===== config.mk =====
export PLATFORM = sky130hd
export DESIGN_NAME = chunk_reassembly_buffer_top
export DESIGN_NICKNAME = d
export VERILOG_FILES = /design/src/rtl/crb_pkg.sv /design/src/rtl/chunk_reassembly_buffer_top.sv /design/src/rtl/crb_front.sv /design/src/rtl/crb_queue.sv /design/src/rtl/crb_back.sv
export SDC_FILE = /design/constraint.sdc
export NUM_CORES = 2
export LEC_CHECK = 0
export ABC_CLOCK_PERIOD_IN_PS = 4600
export BUFFER_PORTS_ARGS = -buffer_cell sky130_fd_sc_hd__buf_2
export CELL_PAD_IN_SITES_DETAIL_PLACEMENT = 1
export CELL_PAD_IN_SITES_GLOBAL_PLACEMENT = 1
export CORE_ASPECT_RATIO = 0.8
export CORE_MARGIN = 8
export CORE_UTILIZATION = 30
export CTS_CLUSTER_SIZE = 16
export DETAILED_ROUTE_END_ITERATION = 8
export GPL_TIMING_DRIVEN = 0
export HOLD_SLACK_MARGIN = 0.1
export PLACE_DENSITY_LB_ADDON = 0.05
export SLEW_MARGIN = 20
export SYNTH_ARGS = -nofsm -noshare
export SYNTH_HDL_FRONTEND = slang
export SYNTH_SLANG_ARGS = --single-unit

===== constraint.sdc =====
create_clock -name clk -period 4.6 [get_ports clk]
set_clock_uncertainty 0.15 [all_clocks]
set_input_delay 1.15 -clock clk [delete_from_list [all_inputs] [get_ports clk]]
set_output_delay 1.15 -clock clk [all_outputs]
set_load 0.05 [all_outputs]

===== src/rtl/crb_pkg.sv =====
// shared types and constants of the chunk reassembly buffer
`timescale 1ns / 1ps
`default_nettype none

package crb_pkg;

  localparam int unsigned BYTE_W      = 8;
  localparam int unsigned COUNT_W     = 7;
  localparam int unsigned LEN_W       = 9;
  localparam int unsigned QUEUE_DEPTH = 4;
  localparam int unsigned QPTR_W      = 2;
  localparam int unsigned QCNT_W      = 3;

  typedef enum logic [1:0] {
    POS_HEADER  = 2'd0,
    POS_SEQ     = 2'd1,
    POS_PAYLOAD = 2'd2
  } pos_t;

  typedef struct packed {
    logic overflow;
    logic order;
    logic dropped;
  } flags_t;

  typedef struct packed {
    logic             packet_ready;
    logic [LEN_W-1:0] packet_length;
    logic             packet_dropped;
    logic             out_of_order;
    logic             overflow;
  } rpt_t;

  typedef struct packed {
    logic              do_write;
    logic              do_read;
    logic [BYTE_W-1:0] wr_data;
    rpt_t              rpt;
  } cmd_t;

endpackage

`default_nettype wire


===== src/rtl/chunk_reassembly_buffer_top.sv =====
// top level of the chunk reassembly buffer
// usage:
//   in_ channel: one request per accepted cycle (in_valid high, in_stall low).
//   in_req_type 0 carries one chunk byte (header, sequence, then payload) with
//   in_chunk_end on the last byte; in_req_type 1 reads the stored byte at
//   in_read_index.
//   out_ channel: exactly one result per request, in request order. chunk
//   bytes that do not end a chunk give an all-zero result; a chunk end gives
//   the packet ready, length and the chunk's flags; a read gives read_data.
//   each accepted request passes through the queue and then the output register
//   before its result is presented.
//   throughput: one request per cycle, sustained, while out_stall is low.
//   the front end updates chunk state as the request is accepted and queues a
//   buffer command; the back end performs the single-port buffer access and
//   registers the result. a four-entry queue decouples the two, so in_stall
//   rises only once the queue fills under a stalled output.
//   reset (rst_n low, synchronous): chunk state, queue and output valid are
//   cleared; buffer contents are undefined until written.
`timescale 1ns / 1ps
`default_nettype none

module chunk_reassembly_buffer_top #(
  parameter int unsigned BUF_DEPTH = 256
) (
  input  wire logic                        clk,
  input  wire logic                        rst_n,
  input  wire logic                        in_valid,
  output logic                             in_stall,
  input  wire logic                        in_req_type,
  input  wire logic [crb_pkg::BYTE_W-1:0]  in_data_byte,
  input  wire logic                        in_chunk_end,
  input  wire logic [crb_pkg::BYTE_W-1:0]  in_read_index,
  output logic                             out_valid,
  input  wire logic                        out_stall,
  output logic                             out_packet_ready,
  output logic [crb_pkg::LEN_W-1:0]        out_packet_length,
  output logic                             out_packet_dropped,
  output logic                             out_out_of_order,
  output logic                             out_overflow,
  output logic [crb_pkg::BYTE_W-1:0]       out_read_data
);

  localparam int unsigned AW = $clog2(BUF_DEPTH);
  localparam int unsigned QW = $bits(crb_pkg::cmd_t) + AW;

  logic               acc;
  logic               q_full, q_empty, q_pop;
  crb_pkg::cmd_t      f_cmd, q_cmd;
  logic [AW-1:0]      f_addr, q_addr;
  logic [QW-1:0]      q_out;

  assign in_stall = q_full;
  assign acc      = in_valid && !q_full;

  crb_front #(
    .BUF_DEPTH (BUF_DEPTH),
    .AW        (AW)
  ) u_front (
    .clk        (clk),
    .rst_n      (rst_n),
    .acc        (acc),
    .req_type   (in_req_type),
    .data_byte  (in_data_byte),
    .chunk_end  (in_chunk_end),
    .read_index (in_read_index),
    .cmd        (f_cmd),
    .addr       (f_addr)
  );

  crb_queue #(
    .W (QW)
  ) u_queue (
    .clk       (clk),
    .rst_n     (rst_n),
    .push      (acc),
    .push_data ({f_cmd, f_addr}),
    .full      (q_full),
    .pop       (q_pop),
    .pop_data  (q_out),
    .empty     (q_empty)
  );

  assign q_cmd  = q_out[QW-1:AW];
  assign q_addr = q_out[AW-1:0];

  crb_back #(
    .BUF_DEPTH (BUF_DEPTH),
    .AW        (AW)
  ) u_back (
    .clk                (clk),
    .rst_n              (rst_n),
    .q_empty            (q_empty),
    .q_cmd              (q_cmd),
    .q_addr             (q_addr),
    .pop                (q_pop),
    .out_valid          (out_valid),
    .out_stall          (out_stall),
    .out_packet_ready   (out_packet_ready),
    .out_packet_length  (out_packet_length),
    .out_packet_dropped (out_packet_dropped),
    .out_out_of_order   (out_out_of_order),
    .out_overflow       (out_overflow),
    .out_read_data      (out_read_data)
  );

endmodule

`default_nettype wire


===== src/rtl/crb_front.sv =====
// front end: chunk header and sequence tracking, turns requests into buffer commands
`timescale 1ns / 1ps
`default_nettype none

module crb_front #(
  parameter int unsigned BUF_DEPTH = 256,
  parameter int unsigned AW        = 8
) (
  input  wire logic                        clk,
  input  wire logic                        rst_n,
  input  wire logic                        acc,
  input  wire logic                        req_type,
  input  wire logic [crb_pkg::BYTE_W-1:0]  data_byte,
  input  wire logic                        chunk_end,
  input  wire logic [crb_pkg::BYTE_W-1:0]  read_index,
  output crb_pkg::cmd_t                    cmd,
  output logic [AW-1:0]                    addr
);

  localparam int unsigned WPW = AW + 1;
  localparam int unsigned IW  = (AW > crb_pkg::BYTE_W) ? AW : crb_pkg::BYTE_W;
  localparam int unsigned EW  = (WPW > crb_pkg::LEN_W) ? WPW : crb_pkg::LEN_W;

  crb_pkg::pos_t                pos_r, pos_nxt;
  logic [WPW-1:0]               wp_r, wp_nxt;
  logic [crb_pkg::COUNT_W-1:0]  cnt_r, cnt_nxt;
  logic                         accepted_r, accepted_nxt;
  crb_pkg::flags_t              flags_r, flags_nxt;
  logic [IW-1:0]                idx_ext;
  logic [EW-1:0]                wp_ext;

  assign idx_ext = IW'(read_index);

  always_ff @(posedge clk) begin
    if (!rst_n) begin
      pos_r      <= crb_pkg::POS_HEADER;
      wp_r       <= '0;
      cnt_r      <= '0;
      accepted_r <= 1'b0;
      flags_r    <= '0;
    end else if (acc) begin
      pos_r      <= pos_nxt;
      wp_r       <= wp_nxt;
      cnt_r      <= cnt_nxt;
      accepted_r <= accepted_nxt;
      flags_r    <= flags_nxt;
    end
  end

  always_comb begin
    pos_nxt      = pos_r;
    wp_nxt       = wp_r;
    cnt_nxt      = cnt_r;
    accepted_nxt = accepted_r;
    flags_nxt    = flags_r;
    wp_ext       = '0;
    cmd          = '0;
    addr         = '0;
    if (req_type) begin
      cmd.do_read = (32'(read_index) < 32'(BUF_DEPTH));
      addr        = idx_ext[AW-1:0];
    end else begin
      unique case (pos_r)
        crb_pkg::POS_HEADER: begin
          flags_nxt    = '0;
          accepted_nxt = 1'b0;
          if (data_byte[crb_pkg::BYTE_W-1]) begin
            if (wp_r != '0) flags_nxt.dropped = 1'b1;
            wp_nxt  = '0;
            cnt_nxt = data_byte[crb_pkg::COUNT_W-1:0];
          end
          if (cnt_nxt != '0) cnt_nxt = cnt_nxt - crb_pkg::COUNT_W'(1);
          pos_nxt = crb_pkg::POS_SEQ;
        end
        crb_pkg::POS_SEQ: begin
          if (data_byte == {1'b0, cnt_r}) begin
            accepted_nxt = 1'b1;
          end else begin
            accepted_nxt    = 1'b0;
            flags_nxt.order = 1'b1;
          end
          pos_nxt = crb_pkg::POS_PAYLOAD;
        end
        crb_pkg::POS_PAYLOAD: begin
          if (accepted_r) begin
            if (wp_r < WPW'(BUF_DEPTH)) begin
              cmd.do_write = 1'b1;
              cmd.wr_data  = data_byte;
              addr         = wp_r[AW-1:0];
              wp_nxt       = wp_r + WPW'(1);
            end else begin
              flags_nxt.overflow = 1'b1;
            end
          end
        end
        default: pos_nxt = crb_pkg::POS_HEADER;
      endcase
      if (chunk_end) begin
        // header byte that also ends the chunk has no sequence byte
        if (pos_r == crb_pkg::POS_HEADER) flags_nxt.order = 1'b1;
        if (cnt_nxt == '0) begin
          wp_ext                = EW'(wp_nxt);
          cmd.rpt.packet_ready  = 1'b1;
          cmd.rpt.packet_length = wp_ext[crb_pkg::LEN_W-1:0];
          wp_nxt                = '0;
        end
        cmd.rpt.packet_dropped = flags_nxt.dropped;
        cmd.rpt.out_of_order   = flags_nxt.order;
        cmd.rpt.overflow       = flags_nxt.overflow;
        pos_nxt                = crb_pkg::POS_HEADER;
        accepted_nxt           = 1'b0;
        flags_nxt              = '0;
      end
    end
  end

  a_wp_bound: assert property (@(posedge clk) disable iff (!rst_n)
    wp_r <= WPW'(BUF_DEPTH))
    else $error("write position beyond buffer");

  a_end_restarts: assert property (@(posedge clk) disable iff (!rst_n)
    (acc && !req_type && chunk_end) |=> (pos_r == crb_pkg::POS_HEADER && flags_r == '0))
    else $error("chunk end did not restart chunk tracking");

endmodule

`default_nettype wire


===== src/rtl/crb_queue.sv =====
// small command queue between the front end and the buffer back end
`timescale 1ns / 1ps
`default_nettype none

module crb_queue #(
  parameter int unsigned W = 32
) (
  input  wire logic         clk,
  input  wire logic         rst_n,
  input  wire logic         push,
  input  wire logic [W-1:0] push_data,
  output logic              full,
  input  wire logic         pop,
  output logic [W-1:0]      pop_data,
  output logic              empty
);

  logic [W-1:0]                 slot_r [crb_pkg::QUEUE_DEPTH];
  logic [crb_pkg::QPTR_W-1:0]   wr_ptr_r, rd_ptr_r;
  logic [crb_pkg::QCNT_W-1:0]   count_r, count_nxt;
  logic                         do_push, do_pop;

  assign full     = (count_r == crb_pkg::QCNT_W'(crb_pkg::QUEUE_DEPTH));
  assign empty    = (count_r == '0);
  assign do_push  = push && !full;
  assign do_pop   = pop && !empty;
  assign pop_data = slot_r[rd_ptr_r];

  always_comb begin
    count_nxt = count_r;
    if (do_push && !do_pop) count_nxt = count_r + crb_pkg::QCNT_W'(1);
    if (!do_push && do_pop) count_nxt = count_r - crb_pkg::QCNT_W'(1);
  end

  always_ff @(posedge clk) begin
    if (!rst_n) begin
      wr_ptr_r <= '0;
      rd_ptr_r <= '0;
      count_r  <= '0;
    end else begin
      count_r <= count_nxt;
      if (do_push) wr_ptr_r <= wr_ptr_r + crb_pkg::QPTR_W'(1);
      if (do_pop)  rd_ptr_r <= rd_ptr_r + crb_pkg::QPTR_W'(1);
    end
  end

  always_ff @(posedge clk) begin
    if (do_push) slot_r[wr_ptr_r] <= push_data;
  end

  a_count_bound: assert property (@(posedge clk) disable iff (!rst_n)
    count_r <= crb_pkg::QCNT_W'(crb_pkg::QUEUE_DEPTH))
    else $error("queue count out of range");

  a_ptr_gap: assert property (@(posedge clk) disable iff (!rst_n)
    (count_r == '0 || count_r == crb_pkg::QCNT_W'(crb_pkg::QUEUE_DEPTH))
      |-> (wr_ptr_r == rd_ptr_r))
    else $error("queue pointers disagree with count");

endmodule

`default_nettype wire


===== src/rtl/crb_back.sv =====
// back end: packet buffer memory and registered result stage
`timescale 1ns / 1ps
`default_nettype none

module crb_back #(
  parameter int unsigned BUF_DEPTH = 256,
  parameter int unsigned AW        = 8
) (
  input  wire logic                        clk,
  input  wire logic                        rst_n,
  input  wire logic                        q_empty,
  input  wire crb_pkg::cmd_t               q_cmd,
  input  wire logic [AW-1:0]               q_addr,
  output logic                             pop,
  output logic                             out_valid,
  input  wire logic                        out_stall,
  output logic                             out_packet_ready,
  output logic [crb_pkg::LEN_W-1:0]        out_packet_length,
  output logic                             out_packet_dropped,
  output logic                             out_out_of_order,
  output logic                             out_overflow,
  output logic [crb_pkg::BYTE_W-1:0]       out_read_data
);

  logic [crb_pkg::BYTE_W-1:0] mem [BUF_DEPTH];
  logic                       valid_r;
  crb_pkg::rpt_t              rpt_r;
  logic                       rd_sel_r;
  logic [crb_pkg::BYTE_W-1:0] rd_data_r;

  assign pop = !q_empty && (!valid_r || !out_stall);

  always_ff @(posedge clk) begin
    if (!rst_n) begin
      valid_r <= 1'b0;
    end else if (pop) begin
      valid_r <= 1'b1;
    end else if (!out_stall) begin
      valid_r <= 1'b0;
    end
  end

  always_ff @(posedge clk) begin
    if (pop) begin
      rpt_r    <= q_cmd.rpt;
      rd_sel_r <= q_cmd.do_read;
    end
  end

  always_ff @(posedge clk) begin
    if (pop && q_cmd.do_write) mem[q_addr] <= q_cmd.wr_data;
    if (pop && q_cmd.do_read)  rd_data_r   <= mem[q_addr];
  end

  assign out_valid          = valid_r;
  assign out_packet_ready   = rpt_r.packet_ready;
  assign out_packet_length  = rpt_r.packet_length;
  assign out_packet_dropped = rpt_r.packet_dropped;
  assign out_out_of_order   = rpt_r.out_of_order;
  assign out_overflow       = rpt_r.overflow;
  assign out_read_data      = rd_sel_r ? rd_data_r : '0;

  a_read_no_report: assert property (@(posedge clk) disable iff (!rst_n)
    (valid_r && rd_sel_r) |-> (!rpt_r.packet_ready && !rpt_r.out_of_order))
    else $error("read result carries chunk report");

endmodule

`default_nettype wire


==> summary.md <==
| Metric | Value |
|---|---|
| Result of the run | `finished, violations left` |
| Failing checks | `setup timing` |
| DR WL/cell | `36.18 µm` |
| Worst vdd ir | `0.0003922 V` |
| RSZ-0062 raised after global routing | `yes` |
| Adder-cell share of the synthesized area | `0.001627` |
| Drt total wl | `394100 µm` |
| Net Switching | `0.03081 W` |
| Most frequent cell after synthesis | `edfxtp_1` |
| Clock slew at reported path FFs | `0.06 ns` |
| CTS tree | `done` |
| GRT Util Overall | `0.2420` |
| Final setup fails | `290` |
| Synth unique cells | `59` |
| Synth async-reset ratio | `0` |
| Synth Instances | `6313` |
| MaxCap Viol Count | `0` |
| Ys Warns | `0` |
| Critical Setup Path Class | `reg -> reg` |
| Placed Area | `96290 µm²` |
| Compound-cell area share of the yosys netlist | `0.07328` |
| Largest net degree at the start of global routing | `60` |
| Post-Place Cells | `10420` |
| P_int | `0.04246 W` |
| Post-route ant nets | `0` |
| Global-route wire length before repair | `523800 µm` |
| Row count | `179` |
| Root buf cell | `clkbuf_16` |
| Hold_sp | `rst_n` |
| Proportion of synthesized area in mux cells | `0.03478` |
| Primary FF master, synth | `edfxtp_1` |
| NumNets Final | `6737` |
| Crit path max fanout | `10` |
| Fraction of layout cells with a size suffix above 1 | `0.1836` |
| Die Span Y | `503.7 µm` |
| Longest Clk Path Bufs | `4` |
| Power Density | `686.5 nW/µm²` |
| Most used cell, CP | `buf_2` |
| Cell Area, Synth | `89210 µm²` |
| R2R depth | `9` |
| Largest cells by area after synthesis | `edfxtp_1 (74%), nand2_1 (4.9%), a211oi_1 (3.0%), and2_1 (1.8%), mux4_2 (1.7%)` |
| Sequential fraction of the synthesis area | `0.7457` |
| XOR/XNOR Fraction of Synth Area | `0.001375` |
| Actual slew at the worst max-slew pin | `1.338 ns` |
| TritonCTS Sinks | `2226` |
| Seq cells post-synth | `2226` |
| Hold Path Depth | `2` |
| Fin. max-slew vios | `0` |
| Sequential share of power | `0.346` |
| Fin crit share | `1.032` |
| Number of remaining DRC errors | `0` |
| HPWL after detailed placement | `284600 µm` |
| F_max | `210.7 MHz` |
| Yosys top cell by area | `edfxtp_1` |
| Largest family of logic cells by synthesized area | `simple AND/OR/NAND/NOR gates` |
| Final instance area | `106700 µm²` |
| Vias in the first global route | `57940` |
| Worst path cell trace | `buf_6, mux4_2, buf_2, buf_2, clkbuf_2, nor2b_2, nand2_1, clkbuf_1, nor2_2` |
| CP max stage delay | `0.62 ns` |
| Port-buffer cells | `42` |
| Starting Density | `0.3008` |
| Reg2reg end | `u_back.mem[30][0]` |
| Post-synth top cells | `edfxtp_1 (2194), nand2_1 (1166), a211oi_1 (358)` |
| Sw Share | `0.4205` |
| Core area | `296500 µm²` |
| CP max stage cell | `nor2_2` |
| Final Non-Filler Cells | `10890` |
| Arr. time, crit path | `5.16 ns` |
| Die Wd | `625.7 µm` |
| Startpoint Class | `register` |
| Post-Syn Nets | `6346` |
| Grt ovf | `0` |
| Clock power frac | `0.261` |
| Latest clock arrival within the worst-skew pair | `0.92 ns` |
| R2r setup slk | `-0.15 ns` |
| Final hold violation count | `0` |
| Initial antenna violation count | `51` |
| Post-Synth Simple-Gate Area | `0.1212` |
| Synth top area share | `0.7385` |
| Final min period | `4.747 ns` |
| Leakage | `34.12 nW` |
| End of the worst hold path | `u_queue.wr_ptr_r[1]` |
| Worst endpoint required time | `5.01 ns` |
| Combinational power share | `0.393` |
| Area grow syn2layout | `19.65%` |
| Synth Area per Inst | `14.13 µm²` |
| EDFF count, synth | `2194` |
| CTS buffer count | `248` |
| Vias post-DR | `58770` |
| Worst min-delay path category | `in -> reg` |
| Slew HR | `0.1077` |
| Io pins | `45` |
| Final worst-path setup slack | `-0.1469 ns` |
| Gpl congestion | `0.8991` |
| Routed vias/inst | `5.394` |
| Full die area | `315200 µm²` |
| Drt initial violations | `7213` |
| DR pass1 iterations | `6` |
| CTS hold repair buffers | `0` |
| CTS H-tree lvls | `4` |
| CP endpoint kind | `register` |
## through the flow
step / setup WS, ns / total power (W) / TNS (ns) / utilization / hold slack [ns]
after global routing: -0.2109 / 0.07501 / -45.55 / 0.3598 / 0.3352
after CTS: -0.1661 / 0.07299 / -9.290 / 0.3571 / 0.2903
after floorplan: 0.1667 / 0.03736 / 0 / - / 0.3181
final: -0.1469 / 0.07327 / -19.77 / 0.3600 / 0.3617
after global placement: -5.698 / 0.05219 / - / 0.3183 / 0.3149
after detailed placement: -1.996 / 0.05300 / -2075.99 / 0.3247 / 0.3610
## worst max-delay path by stage
stage,start,end,slack [ns],cells past startpoint
6_report,register,u_back.mem[30][0],-0.15,9
3_5_place_dp,register,u_back.rd_data_r[6],-2.00,10
4_1_cts,register,u_back.rd_data_r[6],-0.17,13
3_3_place_gp,out_stall,u_back.mem[225][3],-5.70,7
2_1_floorplan,in_data_byte[7],u_queue.slot_r[0][11],0.17,13
5_1_grt,register,u_back.mem[86][1],-0.21,11
## placed cells by master, fill, tap and decap left out, types with 84 or more instances in the layout
cell / instances
mux2i_1: 141
o22ai_1: 84
and2_1: 255
a21oi_1: 193
nor2_4: 147
o21ai_0: 97
nand3_1: 291
buf_4: 106
nand2_1: 1146
clkbuf_1: 135
nor2b_1: 114
a211oi_1: 348
clkbuf_16: 251
clkbuf_2: 87
nor2_1: 93
buf_2: 154
edfxtp_1: 2194
a31oi_1: 199
## power groups by stage
stage                     Clock [W]  Combinational, W  Sequential [W]
after floorplan                   0            0.0111          0.0263
after global placement            0            0.0254          0.0268
after detailed placement          0            0.0272          0.0258
after CTS                    0.0194            0.0282          0.0253
after global routing         0.0201            0.0296          0.0254
final                        0.0191            0.0288          0.0253
## layout make-up
class	instances	area [µm²]
antenna	17	42.54
buffer	427	2446
clock buffer	308	6495
clock inverter	133	963.4
fill	30520	189800
inverter	13	48.80
multi-input combinational	3642	23150
sequential	2226	66520
tap	3982	4982
timing repair buffer	146	2082
## layer usage
layer | part of all wire | vias to the layer above | global-route usage | routed length, µm
li1 | - | 24610 | - | -
met3 | 0.076 | 485 | 0.04773 | 30070
met2 | 0.41 | 2114 | 0.3473 | 163300
met1 | 0.48 | 31550 | 0.3706 | 188400
met4 | 0.031 | 2 | 0.06372 | 12330
met5 | 0.000046 | - | 0 | 18
## critical path, delay by kind of cell, from the launching register on
family / cells / cell delay [ns]
AND/OR/NAND/NOR: 3 / 1.74
buffers and inverters: 5 / 1.73
multiplexers: 1 / 0.40
flip-flops: 1 / 0.30
## cell families (layout without fill, tap and decap cells)
group / Yosys count / after routing
xor gates and xnor gates: 14 / 14
adders and majority gates: 11 / 11
muxes: 225 / 225
other: 0 / 17
buffers and inverters: 445 / 1027
AOI/OAI and AO/OA: 1019 / 1019
DFF: 2226 / 2226
and+or+nand+nor: 2373 / 2373
## flip-flops by register name (all words and copies together), names as in the netlist, 2 cells and up, named ones only
register / flops
u_back.mem: 2048
u_queue.count_r: 3
u_back.rd_data_r: 8
u_queue.rd_ptr_r: 2
u_front.pos_r: 2
u_front.flags_r: 3
u_queue.wr_ptr_r: 2
u_queue.slot_r: 124
u_front.wp_r: 9
u_front.cnt_r: 7
u_back.out_packet_length: 9
## repair_timing
item | in CTS | in global routing
cloned | 0 | 0
endpoints found under the hold margin | 0 | 0
pin swaps | 11 | 14
setup endpoints to repair | 2072 | 1194
buffers inserted | 11 | 12
gates resized for setup | 595 | 203
(Power assumes the default switching activity.)
